### src/rtl/core/nel_pkg.sv
`timescale 1ns / 1ps

package nel_pkg;

   localparam int STORE_DEPTH_DEF = 64;

   localparam int TIME_W = 32;
   localparam int ID_W   = 8;
   localparam int VEL_W  = 8;
   localparam int ENTRY_W = TIME_W + ID_W + VEL_W + 1;

   // command selector carried on req_tuser
   localparam logic [2:0] CMD_NOTE    = 3'd0;
   localparam logic [2:0] CMD_PRESS   = 3'd1;
   localparam logic [2:0] CMD_TICK    = 3'd2;
   localparam logic [2:0] CMD_TR_UP   = 3'd3;
   localparam logic [2:0] CMD_TR_DOWN = 3'd4;
   localparam logic [2:0] CMD_ENABLE  = 3'd5;
   localparam logic [2:0] CMD_DISABLE = 3'd6;

   // transpose wraps to zero on reaching +12 or -12 (5-bit two's complement)
   localparam logic [4:0] TR_WRAP_UP   = 5'd12;
   localparam logic [4:0] TR_WRAP_DOWN = 5'd20;
   localparam logic [4:0] SEMITONES    = 5'd12;

   typedef enum logic [1:0] {
      MODE_OFF   = 2'd0,
      MODE_READY = 2'd1,
      MODE_REC   = 2'd2,
      MODE_PLAY  = 2'd3
   } looper_mode_type;

   typedef enum logic [1:0] {
      KIND_NONE    = 2'd0,
      KIND_ON      = 2'd1,
      KIND_OFF     = 2'd2,
      KIND_ALL_OFF = 2'd3
   } kind_type;

   typedef enum logic [1:0] {
      ST_IDLE = 2'b01,
      ST_SCAN = 2'b10
   } scan_state_type;

   typedef struct packed {
      logic [TIME_W-1:0] offset;
      logic [ID_W-1:0]   id;
      logic [VEL_W-1:0]  vel;
      logic              on;
   } entry_type;

   // fold a signed transpose (-11..11) into 0..11
   function automatic logic [3:0] fold_tr(input logic [4:0] tr);
      logic [4:0] v;
      v = tr[4] ? (tr + SEMITONES) : tr;
      return v[3:0];
   endfunction

   // (id + folded transpose) mod 12 by compare-subtract steps
   function automatic logic [3:0] pitch_class(input logic [7:0] id, input logic [3:0] tf);
      logic [7:0] r;
      logic [4:0] s;
      r = id;
      if (r >= 8'd192) r = r - 8'd192;
      if (r >= 8'd96)  r = r - 8'd96;
      if (r >= 8'd48)  r = r - 8'd48;
      if (r >= 8'd24)  r = r - 8'd24;
      if (r >= 8'd12)  r = r - 8'd12;
      s = {1'b0, r[3:0]} + {1'b0, tf};
      if (s >= SEMITONES) s = s - SEMITONES;
      return s[3:0];
   endfunction

endpackage

### src/rtl/core/nel_ram.sv
`timescale 1ns / 1ps

module nel_ram #(
   parameter int WIDTH = 8,
   parameter int DEPTH = 64
) (
   input  logic                     clock,
   input  logic                     wr_en,
   input  logic [$clog2(DEPTH)-1:0] wr_addr,
   input  logic [WIDTH-1:0]         wr_data,
   input  logic [$clog2(DEPTH)-1:0] rd_addr,
   output logic [WIDTH-1:0]         rd_data
);

   logic [WIDTH-1:0] mem_ff [DEPTH];
   logic [WIDTH-1:0] rd_data_ff;

   always_ff @(posedge clock) begin
      if (wr_en) begin
         mem_ff[wr_addr] <= wr_data;
      end
      rd_data_ff <= mem_ff[rd_addr];
   end

   assign rd_data = rd_data_ff;

endmodule

### src/rtl/core/note_event_looper_core.sv
`timescale 1ns / 1ps
// Channel  Dir  Handshake            tuser            tdata (lowest bit up)              tlast
// req      in   req_tvalid/tready    command [2:0]    now_us, note_id, velocity, on      -
// rsp      out  rsp_tvalid/tready    out_kind [1:0]   out_note, out_velocity, mode, take  last
//                                                     present, transpose_shown
// Any command other than a tick while playing loads its single result into the output
// register. A tick while playing scans the event memory from replay_pos to event_count - 1
// through the registered read port, one entry per cycle while the result side does not
// stall.
// The event memory has no reset; only entries below event_count are ever read.
// Reset is synchronous and puts the looper in the off mode with transpose zero.
// A stalled result holds the output register; a new transaction is taken only in idle
// and when the output register is empty or being drained in the same cycle.

module note_event_looper_core #(
   parameter int STORE_DEPTH = nel_pkg::STORE_DEPTH_DEF
) (
   input  logic        clock,
   input  logic        reset,
   input  logic        req_tvalid,
   output logic        req_tready,
   input  logic [2:0]  req_tuser,   // command
   input  logic [55:0] req_tdata,   // now_us[31:0], note_id[39:32], velocity[47:40],
                                    // note_is_on[48], zero fill
   output logic        rsp_tvalid,
   input  logic        rsp_tready,
   output logic [1:0]  rsp_tuser,   // out_kind
   output logic [23:0] rsp_tdata,   // out_note[3:0], out_velocity[11:4], looper_mode[13:12],
                                    // take_present[14], transpose_shown[18:15], zero fill
   output logic        rsp_tlast    // last
);

   localparam int CW = $clog2(STORE_DEPTH + 1);
   localparam int AW = $clog2(STORE_DEPTH);
   localparam logic [CW-1:0] CNT_MAX = CW'(STORE_DEPTH);
   localparam logic [CW-1:0] CNT_ONE = CW'(1);

   // request fields
   logic [2:0]  cmd;
   logic [31:0] req_now;
   logic [7:0]  req_id;
   logic [7:0]  req_vel;
   logic        req_on;

   assign cmd     = req_tuser;
   assign req_now = req_tdata[31:0];
   assign req_id  = req_tdata[39:32];
   assign req_vel = req_tdata[47:40];
   assign req_on  = req_tdata[48];

   // control state
   nel_pkg::scan_state_type  state_ff, state_in;
   nel_pkg::looper_mode_type mode_ff, mode_in;
   logic [4:0]    tr_ff, tr_in;
   logic [CW-1:0] count_ff, count_in;
   logic [CW-1:0] rpos_ff, rpos_in;
   logic [CW-1:0] idx_ff, idx_in;
   logic [31:0]   take_start_ff, take_start_in;
   logic [31:0]   loop_start_ff, loop_start_in;
   logic [31:0]   loop_len_ff, loop_len_in;
   logic          has_take_ff, has_take_in;
   logic          pend_valid_ff, pend_valid_in;
   logic          rsp_valid_ff, rsp_valid_in;

   // payload
   logic [31:0]        now_ff, now_in;
   nel_pkg::kind_type  pend_kind_ff, pend_kind_in;
   logic [3:0]         pend_note_ff, pend_note_in;
   logic [7:0]         pend_vel_ff, pend_vel_in;
   nel_pkg::kind_type  rsp_kind_ff, rsp_kind_in;
   logic [3:0]         rsp_note_ff, rsp_note_in;
   logic [7:0]         rsp_vel_ff, rsp_vel_in;
   logic               rsp_last_ff, rsp_last_in;
   nel_pkg::looper_mode_type rsp_mode_ff, rsp_mode_in;
   logic               rsp_take_ff, rsp_take_in;
   logic [3:0]         rsp_tr_ff, rsp_tr_in;

   // memory port
   logic                       wr_en;
   logic [AW-1:0]              wr_addr;
   nel_pkg::entry_type         wr_entry;
   logic [AW-1:0]              rd_addr;
   logic [nel_pkg::ENTRY_W-1:0] rd_data;
   nel_pkg::entry_type         rd_entry;

   logic          acc;
   logic          slot_free;
   logic          all_off;
   logic          emit_now;
   logic          rewind;
   logic [CW-1:0] eff_count;
   logic [CW-1:0] scan_start;
   logic [CW-1:0] idx_next;
   logic          adv;
   logic          at_end;
   logic [31:0]   due_time;
   logic          due;
   nel_pkg::kind_type scan_kind;
   logic [3:0]    scan_note;
   logic [7:0]    scan_vel;

   assign rd_entry  = nel_pkg::entry_type'(rd_data);
   assign due_time  = rd_entry.offset + loop_start_ff;
   assign due       = now_ff >= due_time;
   assign at_end    = idx_ff >= count_ff;
   assign idx_next  = idx_ff + CNT_ONE;
   assign scan_kind = rd_entry.on ? nel_pkg::KIND_ON : nel_pkg::KIND_OFF;
   assign scan_note = nel_pkg::pitch_class(rd_entry.id, nel_pkg::fold_tr(tr_ff));
   assign scan_vel  = rd_entry.on ? rd_entry.vel : 8'd0;

   assign slot_free  = !rsp_valid_ff || rsp_tready;
   assign req_tready = (state_ff == nel_pkg::ST_IDLE) && slot_free;
   assign acc        = req_tvalid && req_tready;
   assign rewind     = (req_now - loop_start_ff) > loop_len_ff;
   assign eff_count  = (mode_ff == nel_pkg::MODE_READY) ? '0 : count_ff;

   nel_ram #(
      .WIDTH (nel_pkg::ENTRY_W),
      .DEPTH (STORE_DEPTH)
   ) u_store (
      .clock   (clock),
      .wr_en   (wr_en),
      .wr_addr (wr_addr),
      .wr_data (wr_entry),
      .rd_addr (rd_addr),
      .rd_data (rd_data)
   );

   always_comb begin
      state_in      = state_ff;
      mode_in       = mode_ff;
      tr_in         = tr_ff;
      count_in      = count_ff;
      rpos_in       = rpos_ff;
      idx_in        = idx_ff;
      take_start_in = take_start_ff;
      loop_start_in = loop_start_ff;
      loop_len_in   = loop_len_ff;
      has_take_in   = has_take_ff;
      pend_valid_in = pend_valid_ff;
      now_in        = now_ff;
      pend_kind_in  = pend_kind_ff;
      pend_note_in  = pend_note_ff;
      pend_vel_in   = pend_vel_ff;
      rsp_valid_in  = rsp_valid_ff && !rsp_tready;
      rsp_kind_in   = rsp_kind_ff;
      rsp_note_in   = rsp_note_ff;
      rsp_vel_in    = rsp_vel_ff;
      rsp_last_in   = rsp_last_ff;
      rsp_mode_in   = rsp_mode_ff;
      rsp_take_in   = rsp_take_ff;
      rsp_tr_in     = rsp_tr_ff;
      wr_en         = 1'b0;
      wr_addr       = eff_count[AW-1:0];
      wr_entry      = '{offset: '0, id: req_id, vel: req_vel, on: req_on};
      all_off       = 1'b0;
      emit_now      = 1'b0;
      adv           = 1'b0;
      scan_start    = rewind ? '0 : rpos_ff;
      rd_addr       = scan_start[AW-1:0];

      case (state_ff)
         nel_pkg::ST_IDLE: begin
            if (acc) begin
               emit_now = 1'b1;
               case (cmd)
                  nel_pkg::CMD_NOTE: begin
                     if (mode_ff == nel_pkg::MODE_READY || mode_ff == nel_pkg::MODE_REC) begin
                        if (mode_ff == nel_pkg::MODE_READY) begin
                           count_in      = '0;
                           take_start_in = '0;
                           loop_len_in   = '0;
                           mode_in       = nel_pkg::MODE_REC;
                        end
                        if (eff_count < CNT_MAX) begin
                           // first event of a take anchors the take start
                           if (eff_count == '0) begin
                              take_start_in = req_now;
                           end else begin
                              wr_entry.offset = req_now - take_start_ff;
                           end
                           wr_en    = 1'b1;
                           count_in = eff_count + CNT_ONE;
                           if (eff_count != '0) begin
                              has_take_in = 1'b1;
                           end
                        end
                     end
                  end
                  nel_pkg::CMD_PRESS: begin
                     case (mode_ff)
                        nel_pkg::MODE_READY: begin
                           mode_in = has_take_ff ? nel_pkg::MODE_PLAY : nel_pkg::MODE_READY;
                        end
                        nel_pkg::MODE_REC: begin
                           loop_len_in = req_now - take_start_ff;
                           mode_in = has_take_ff ? nel_pkg::MODE_PLAY : nel_pkg::MODE_READY;
                        end
                        nel_pkg::MODE_PLAY: begin
                           all_off = 1'b1;
                           mode_in = nel_pkg::MODE_READY;
                        end
                        default: begin
                        end
                     endcase
                  end
                  nel_pkg::CMD_TICK: begin
                     if (mode_ff == nel_pkg::MODE_PLAY) begin
                        // start a new pass once the loop length has run out
                        if (rewind) begin
                           loop_start_in = req_now;
                           rpos_in       = '0;
                        end
                        idx_in   = scan_start;
                        now_in   = req_now;
                        state_in = nel_pkg::ST_SCAN;
                        emit_now = 1'b0;
                     end
                  end
                  nel_pkg::CMD_TR_UP: begin
                     tr_in   = (tr_ff + 5'd1 == nel_pkg::TR_WRAP_UP) ? 5'd0 : tr_ff + 5'd1;
                     all_off = 1'b1;
                  end
                  nel_pkg::CMD_TR_DOWN: begin
                     tr_in   = (tr_ff - 5'd1 == nel_pkg::TR_WRAP_DOWN) ? 5'd0 : tr_ff - 5'd1;
                     all_off = 1'b1;
                  end
                  nel_pkg::CMD_ENABLE: begin
                     mode_in = nel_pkg::MODE_READY;
                  end
                  nel_pkg::CMD_DISABLE: begin
                     all_off = 1'b1;
                     mode_in = nel_pkg::MODE_OFF;
                  end
                  default: begin
                  end
               endcase

               // single result of the transaction, status after the update
               if (emit_now) begin
                  rsp_valid_in = 1'b1;
                  rsp_kind_in  = all_off ? nel_pkg::KIND_ALL_OFF : nel_pkg::KIND_NONE;
                  rsp_note_in  = '0;
                  rsp_vel_in   = '0;
                  rsp_last_in  = 1'b1;
                  rsp_mode_in  = mode_in;
                  rsp_take_in  = has_take_in;
                  rsp_tr_in    = nel_pkg::fold_tr(tr_in);
               end
            end
         end

         nel_pkg::ST_SCAN: begin
            // one due entry waits in the pending slot so the final one can carry last
            if (at_end) begin
               if (slot_free) begin
                  rsp_valid_in  = 1'b1;
                  rsp_kind_in   = pend_valid_ff ? pend_kind_ff : nel_pkg::KIND_NONE;
                  rsp_note_in   = pend_valid_ff ? pend_note_ff : 4'd0;
                  rsp_vel_in    = pend_valid_ff ? pend_vel_ff : 8'd0;
                  rsp_last_in   = 1'b1;
                  rsp_mode_in   = mode_ff;
                  rsp_take_in   = has_take_ff;
                  rsp_tr_in     = nel_pkg::fold_tr(tr_ff);
                  pend_valid_in = 1'b0;
                  state_in      = nel_pkg::ST_IDLE;
               end
            end else if (!due) begin
               adv = 1'b1;
            end else if (!pend_valid_ff || slot_free) begin
               if (pend_valid_ff) begin
                  rsp_valid_in = 1'b1;
                  rsp_kind_in  = pend_kind_ff;
                  rsp_note_in  = pend_note_ff;
                  rsp_vel_in   = pend_vel_ff;
                  rsp_last_in  = 1'b0;
                  rsp_mode_in  = mode_ff;
                  rsp_take_in  = has_take_ff;
                  rsp_tr_in    = nel_pkg::fold_tr(tr_ff);
               end
               pend_valid_in = 1'b1;
               pend_kind_in  = scan_kind;
               pend_note_in  = scan_note;
               pend_vel_in   = scan_vel;
               rpos_in       = rpos_ff + CNT_ONE;
               adv           = 1'b1;
            end
            // hold the read address while stalled so the data stays on the port
            idx_in  = adv ? idx_next : idx_ff;
            rd_addr = idx_in[AW-1:0];
         end

         default: begin
            state_in = nel_pkg::ST_IDLE;
         end
      endcase
   end

   always_ff @(posedge clock) begin
      if (reset) begin
         state_ff      <= nel_pkg::ST_IDLE;
         mode_ff       <= nel_pkg::MODE_OFF;
         tr_ff         <= '0;
         count_ff      <= '0;
         rpos_ff       <= '0;
         idx_ff        <= '0;
         take_start_ff <= '0;
         loop_start_ff <= '0;
         loop_len_ff   <= '0;
         has_take_ff   <= 1'b0;
         pend_valid_ff <= 1'b0;
         rsp_valid_ff  <= 1'b0;
      end else begin
         state_ff      <= state_in;
         mode_ff       <= mode_in;
         tr_ff         <= tr_in;
         count_ff      <= count_in;
         rpos_ff       <= rpos_in;
         idx_ff        <= idx_in;
         take_start_ff <= take_start_in;
         loop_start_ff <= loop_start_in;
         loop_len_ff   <= loop_len_in;
         has_take_ff   <= has_take_in;
         pend_valid_ff <= pend_valid_in;
         rsp_valid_ff  <= rsp_valid_in;
      end
   end

   always_ff @(posedge clock) begin
      now_ff       <= now_in;
      pend_kind_ff <= pend_kind_in;
      pend_note_ff <= pend_note_in;
      pend_vel_ff  <= pend_vel_in;
      rsp_kind_ff  <= rsp_kind_in;
      rsp_note_ff  <= rsp_note_in;
      rsp_vel_ff   <= rsp_vel_in;
      rsp_last_ff  <= rsp_last_in;
      rsp_mode_ff  <= rsp_mode_in;
      rsp_take_ff  <= rsp_take_in;
      rsp_tr_ff    <= rsp_tr_in;
   end

   assign rsp_tvalid = rsp_valid_ff;
   assign rsp_tuser  = rsp_kind_ff;
   assign rsp_tlast  = rsp_last_ff;
   assign rsp_tdata  = {5'd0, rsp_tr_ff, rsp_take_ff, rsp_mode_ff, rsp_vel_ff, rsp_note_ff};

`ifndef ASSERT_OFF
   a_pend_only_in_scan: assert property (@(posedge clock) disable iff (reset)
      state_ff == nel_pkg::ST_IDLE |-> !pend_valid_ff)
      else $error("pending result held outside a scan");

   a_count_bound: assert property (@(posedge clock) disable iff (reset)
      count_ff <= CNT_MAX)
      else $error("event count beyond store depth");

   a_transpose_range: assert property (@(posedge clock) disable iff (reset)
      $signed(tr_ff) <= 5'sd11 && $signed(tr_ff) >= -5'sd11)
      else $error("transpose out of range");

   a_scan_ends_with_last: assert property (@(posedge clock) disable iff (reset)
      state_ff == nel_pkg::ST_SCAN && state_in == nel_pkg::ST_IDLE
      |=> rsp_valid_ff && rsp_last_ff)
      else $error("scan finished without a final result");
`endif

endmodule
### config.mk
export PLATFORM = sky130hd
export DESIGN_NAME = note_event_looper_core
export DESIGN_NICKNAME = d
export VERILOG_FILES = /design/src/rtl/core/nel_pkg.sv /design/src/rtl/core/nel_ram.sv /design/src/rtl/core/note_event_looper_core.sv
export SDC_FILE = /design/constraint.sdc
export NUM_CORES = 2
export LEC_CHECK = 0
export ABC_AREA = 1
export BUFFER_PORTS_ARGS = -buffer_cell sky130_fd_sc_hd__buf_2
export CORE_MARGIN = 2
export CORE_UTILIZATION = 31
export DETAILED_ROUTE_END_ITERATION = 12
export GPL_TIMING_DRIVEN = 1
export PLACE_DENSITY_LB_ADDON = 0.08
export SYNTH_ARGS = -nofsm -noshare
export SYNTH_HDL_FRONTEND = slang
export SYNTH_SLANG_ARGS = --single-unit
### constraint.sdc
create_clock -name clock -period 9.7 [get_ports clock]
set_clock_uncertainty 0.15 [all_clocks]
set_input_delay 0 -clock clock [delete_from_list [all_inputs] [get_ports clock]]
set_output_delay 0 -clock clock [all_outputs]
set_load 0.05 [all_outputs]
After elaboration in Yosys (flattened, before gate mapping)
Memories as Yosys holds them, arrays and structs flattened. A register that Yosys moved wholly into a read port is not among the register bits.
Cells that the tools add are included.
- add/subtract/negate cells: 17
- magnitude comparators: 10
- equal/unequal tests: 31
- muxes and demuxes: 146
- bitwise logic cells: 1
- reductions and logical operators: 30
- operators by type and width (operator ; number):
    $mux W32 ; 12
    $mux W8 ; 12
    $mux W4 ; 19
    $mux W7 ; 10
    $pmux W32 S2 ; 1
    $sub A32 B32 Y32 ; 2
    $mux W2 ; 25
    $mux W1 ; 47
    $add A32 B32 Y32 ; 1
    $ge A32 B32 Y1 ; 1
    $gt A32 B32 Y1 ; 1
    $pmux W7 S2 ; 2
    $ne A2 B2 Y1 const B ; 11
    $add A7 B1 Y7 const B ; 3
    $mux W5 ; 4
    $reduce_and A4 Y1 ; 5
    $pmux W2 S2 ; 4
    $pmux W4 S2 ; 2
    $pmux W8 S2 ; 1
    $reduce_and A5 Y1 ; 3
    $reduce_and A7 Y1 ; 2
    $ne A3 B3 Y1 const B ; 4
    $pmux W5 S2 ; 1
    $eq A3 B3 Y1 const B ; 3
    other kinds (39) ; 59
- register bits: 197
- memory bits (writable): 3136
- input port bits: 63
- output and inout port bits: 29
- word-level logic and storage cells: 260
- memories kept: 1
- memories (memory ; words ; bits a word ; rd ports ; clocked after Yosys merged registers in ; wr ports ; RTL line ; source):
    u_store.mem_ff ; 64 ; 49 ; 1 ; 1 ; 1 ; nel_ram.sv:15 ; logic [WIDTH-1:0] mem_ff [DEPTH];

Longest topological paths before layout
- depth in word-level cells: 13
- gate-level depth with buffers: 40
- gate-level depth less buffers: 40

Modules after synthesis
Synthesis repeated with hierarchy kept, for this count alone.
- cell total of the unflattened synthesis: 12638
- area total of the unflattened synthesis: 142248.9 sq um
- modules (own cells, without submodules) (module ; instances ; cells each ; area an instance (sq um) ; sequential area each (sq um)):
    nel_ram ; 1 ; 10338 ; 126241.1 ; 95151.3
    note_event_looper_core ; 1 ; 2300 ; 16007.9 ; 4624.4

Worst setup path after synthesis
Ideal clock, no wire load.
- path type: reg-to-reg
- start point: register loop_start_ff[0]
- end point: register rsp_mode_ff[0] (enable)
- library setup time: 438 ps
- data arrival time: 5494 ps
- data required time: 9112 ps
- setup slack: 3618 ps
- stages on the path, launching flop included: 25
- path buffers: 0
- clock period less this slack: 6082 ps
- cells stage by stage: dfxtp_1 -> ha_1 -> fa_1 -> nand3_1 -> nand2_1 -> nand2_1 -> o211ai_1 -> a21boi_1 -> o21ai_1 -> a21boi_1 -> nor3_1 -> a21boi_1 -> o21ai_1 -> a21oi_1 -> xor2_1 -> ha_1 -> nand2_1 -> nor2_1 -> nor3b_1 -> nand2_1 -> nand2_2 -> nand3_1 -> inv_1 -> a21oi_1 -> a221oi_1
- cells in the longest elaborated chain, start to end: 4
- RTL lines (element ; RTL line ; source):
    start: declaration ; note_event_looper_core.sv:59 ; logic [31:0] loop_start_ff, loop_start_in;
    start signal: assignment ; note_event_looper_core.sv:321 ; loop_start_ff <= loop_start_in;
    $add A32 B32 Y32 ; note_event_looper_core.sv:103 ; assign due_time = rd_entry.offset + loop_start_ff;
    $ge A32 B32 Y1 ; note_event_looper_core.sv:104 ; assign due = now_ff >= due_time;
    $ne A3 B3 Y1 (no line) ; - ;
    $reduce_and A7 Y1 (no line) ; - ;
    end signal: assignment ; note_event_looper_core.sv:338 ; rsp_mode_ff <= rsp_mode_in;
    end: declaration ; note_event_looper_core.sv:74 ; nel_pkg::looper_mode_type rsp_mode_ff, rsp_mode_in;
No other way between the ends.
A chain may end at the register's enable or synchronous reset.

Worst setup path after layout
- start point: register loop_start_ff[0]
- end point: register u_store.rd_data_ff[25] (netlist: u_store.rd_data[25]) (read register of u_store.mem_ff)
- cells in the longest elaborated chain, start to end: 7
- elaborated cells on any way between the ends: 10
- classes of those cells: add/sub: 2; order compare: 2; mux: 6
- RTL lines (element ; RTL line ; source):
    $add A32 B32 Y32 ; note_event_looper_core.sv:103 ;
    $ge A32 B32 Y1 ; note_event_looper_core.sv:104 ;
    $mux W1 ; note_event_looper_core.sv:268 ; end else if (!due) begin
    $mux W1 ; note_event_looper_core.sv:255 ; if (at_end) begin
    $mux W1 ; note_event_looper_core.sv:162 ; case (state_ff)
    $mux W7 ; note_event_looper_core.sv:289 ; idx_in = adv ? idx_next : idx_ff;
    $mux W6 * ; note_event_looper_core.sv:162 ;
    end: declaration ; nel_ram.sv:16 ; logic [WIDTH-1:0] rd_data_ff;
Mark *: on every way between the ends. The rest lies on a longest branch, timed or not. The select of a mux whose other input is x is not followed.

==> results by group <==
Global routing
  • Pin count of the biggest net entering global routing: approximately 170
  • Global-route wire length before repair: between 700000 and 800000 µm
  • Initial antenna violation count: 30
  • Gr usage total: 0.216
  • Vias in the first global route: roughly 100k
  • Grt total ovfl: 0

Yosys
  • Commonest cells post-synth: nand3_1 (3388), edfxtp_1 (3204), nand2_1 (2218), inv_1 (2106), nand3b_1 (1177)
  • Post-synth ARST share: 0
  • Yosys cell types: 61
  • Cell count after synthesis: between 10000 and 15000
  • Cell taking the most area after synthesis: edfxtp_1
  • Post-synth top area share: 0.625
  • Sequential area share after synthesis: 0.648
  • Yosys Warn Count: 0
  • Top_reg_cell synth: edfxtp_1
  • Syn Area/Cell: 10.8 µm²
  • Register bit total from synthesis: 3382
  • Top area cells in the synthesized netlist: edfxtp_1 (63%), nand3_1 (11%), nand3b_1 (5.7%)
  • Post-synthesis cell area: around 150000 µm²
  • Cell with the most instances after synthesis: nand3_1
  • Number of synthesized flops with an enable pin: approximately 3200

Timing
  • Slew @ Worst Pin: roughly 1.4 ns
  • Max Transition Viols Final: 0
  • Max-Slew Margin vs Limit: 0.0722
  • Setup slack after layout: approximately 2.0 ns
  • # setup viols final: 0
  • Fmax: 0.130 GHz
  • Final Cycle Share: 0.792
  • RSZ-0062 raised after global routing: no
  • Post-Route Setup TNS: 0 ns
  • Final Hold Violating Endpoints: 0
  • Hold Slack: between 0.09 and 0.1 ns
  • Final Critical Period: roughly 7.7 ns

Cells and area
  • Layout cell share with drive strength beyond 1: 0.0749
  • Core Util, Final: 0.356
  • Fin cells: roughly 21000
  • Fillers: between 40000 and 50000
  • Synth-to-Final Area Change: 14.4%
  • Nets: 14600

Setup path
  • Cell depth of the worst flop-to-flop path: 33
  • Worst endpoint data arrival time: roughly 8.5 ns
  • Worst r2r src: loop_start_ff[0]
  • CP Data Required Time: approximately 10 ns
  • R2R Path End: u_store.rd_data[25]
  • Setup crit start kind: register
  • Crit path kind: register to register
  • R2r setup slk: roughly 2.0 ns
  • Critical path fanouts, max: roughly 110
  • Slowest stage delay, CP: between 0.5 and 0.6 ns
  • Crit path max-delay cell type: nand2_4
  • Crit path launch: loop_start_ff[0]
  • CP Capture Type: register

CTS
  • Post-CTS Hold Buffers: between 100 and 150
  • Setup Fix Bufs, Post-CTS: 0
  • # clock sinks: 3382
  • # H-tree levels: 5
  • CTS buffer count: between 300 and 400
  • Worst skew pair latency: 1.00 ns
  • CTS Buffer Depth: 4
  • Worst-path clk slew: around 0.060 ns
  • CTS tree: built
  • CTS root buf: clkbuf_16
  • PostCTS Resize Cnt: 0

Pwr
  • Leakage: about 70 nW
  • Pint: ~27 mW
  • Clock power share: 0.382
  • Flop pwr share: 0.427
  • Power per cell area: between 200 and 250 nW/µm²
  • Combinational power share: 0.191
  • Sw Ratio: 0.308
  • NetSw: around 12 mW
  • VDD IR max: about 0.25 mV

Run status
  • Run status: complete, no violations

Min path
  • Hold Startpoint: req_tdata[38]
  • Hold WC Path Type: input port to register
  • Worst Hold Path EP: u_store.mem_ff[62][15]
  • Min-Delay Path Depth: 3

Job
  • Max-Cap Viols: 0

Detailed routing
  • DR top layer: met4
  • Antenna-violating nets left: 0
  • DRT Wirelength: roughly 560000 µm
  • Drt initial violations: 8935
  • Metal2 WL: 263000 µm
  • Drt wl/cell: 26.3 µm
  • Vias per inst: 4.96
  • First-pass DRT Iterations: 5
  • Detail Route met3 WL: roughly 25000 µm
  • DRC viols: 0
  • Via count: approximately 110k
  • Met1 Wirelength: 258000 µm

Die
  • Site Rows: between 200 and 300
  • Io pins: 92
  • Initial core utilization: 0.312
  • Die ar.: 502000 µm²
  • Die Width: 709 µm
  • Core area: between 400000 and 500000 µm²
  • Die H: roughly 710 µm

Place
  • HPWL Detailed: a little under 300000 µm
  • Post-placement cell count: ~20000
  • Worst slack, placed: 1.92 ns
  • Port bufs: slightly below 80
  • Placer Congestion: 0.784
==> state kept, by name (all words and copies together), names as in the netlist, 4 cells and up <==
name,flops
rpos_ff,7
now_ff,32
rsp_tr_ff,4
take_start_ff,32
u_store.mem_ff,3136
tr_ff,5
rsp_note_ff,4
loop_len_ff,32
pend_note_ff,4
count_ff,7
loop_start_ff,32
u_store.rd_data,49
pend_vel_ff,8
idx_ff,7
rsp_vel_ff,8
==> final cells by class <==
class	instances	area, µm²	area share
diodes	11	27.5	0.000156
clock buffers	549	10900	0.0617
clock inverters	191	1680	0.00953
inverters	2117	7990	0.0454
multi-input cells	7886	42400	0.241
flip-flops and latches	3382	99800	0.567
well taps	6500	8130	0.0462
repair buffers	516	5100	0.0290
==> how the worst max path moves through the flow <==
stage                                endpoint  slack (ns)  cells after the start
after floorplan                rsp_mode_ff[0]        3.62                     24
after global routing      u_store.rd_data[36]        1.43                     33
after CTS                 u_store.rd_data[36]        1.89                     33
final                     u_store.rd_data[25]        2.02                     33
after detailed placement  u_store.rd_data[36]        1.92                     33
after global placement     u_store.rd_data[9]        1.89                     34
==> through the flow <==
step	total power [mW]	area [µm²]
floorplan	21.4	154000
global placement	24.1	162000
detailed placement	24.1	162000
CTS	39.0	176000
global route	40.3	176000
finish	38.6	176000
==> worst max-delay path, delay by kind of cell (launching register included) <==
family | cells | cell delay [ns]
buf+inv | 3 | 1.04
fa+ha+maj | 3 | 0.85
simple gates | 20 | 3.57
xor+xnor | 1 | 0.17
compound gates | 6 | 1.25
flops | 1 | 0.40
==> cell usage in the layout, fill, tap and decap left out, types with 128 or more instances in the layout <==
master	netlist	final
dfxtp_1	178	178
inv_1	2106	2105
buf_4	42	238
nand2_1	2218	2213
a21oi_1	260	259
nand3b_1	1177	1177
ha_1	189	189
o21ai_0	129	128
edfxtp_1	3204	3204
clkbuf_16	0	403
nand3_1	3388	3388
==> cells by family after synthesis <==
| group | after synthesis | share of synthesized area |
|---|---|---|
| fa+ha+maj | 193 | 0.0159 |
| flops | 3382 | 0.648 |
| simple gates | 7087 | 0.231 |
| other cells | 1 | 0.0000244 |
| mux | 1 | 0.0000651 |
| xor+xnor | 110 | 0.00626 |
| buf+inv | 3021 | 0.0814 |
| compound gates | 490 | 0.0174 |
==> power groups by stage <==
stage / Sequential [mW] / Combinational [mW] / Clock (mW)
detailed placement: 16.8 / 7.37 / 0
global route: 16.5 / 8.22 / 15.6
finish: 16.5 / 7.37 / 14.7
global placement: 16.8 / 7.36 / 0
floorplan: 16.6 / 4.78 / 0
CTS: 16.5 / 7.44 / 15.1
==> routing by layer <==
layer / global-route usage / up-vias
met2: 0.360 / 2385
met5: 0 / -
li1: - / 49100
met1: 0.304 / 53000
met4: 0.0436 / 0
met3: 0.0242 / 581
(Power assumes the default switching activity.)
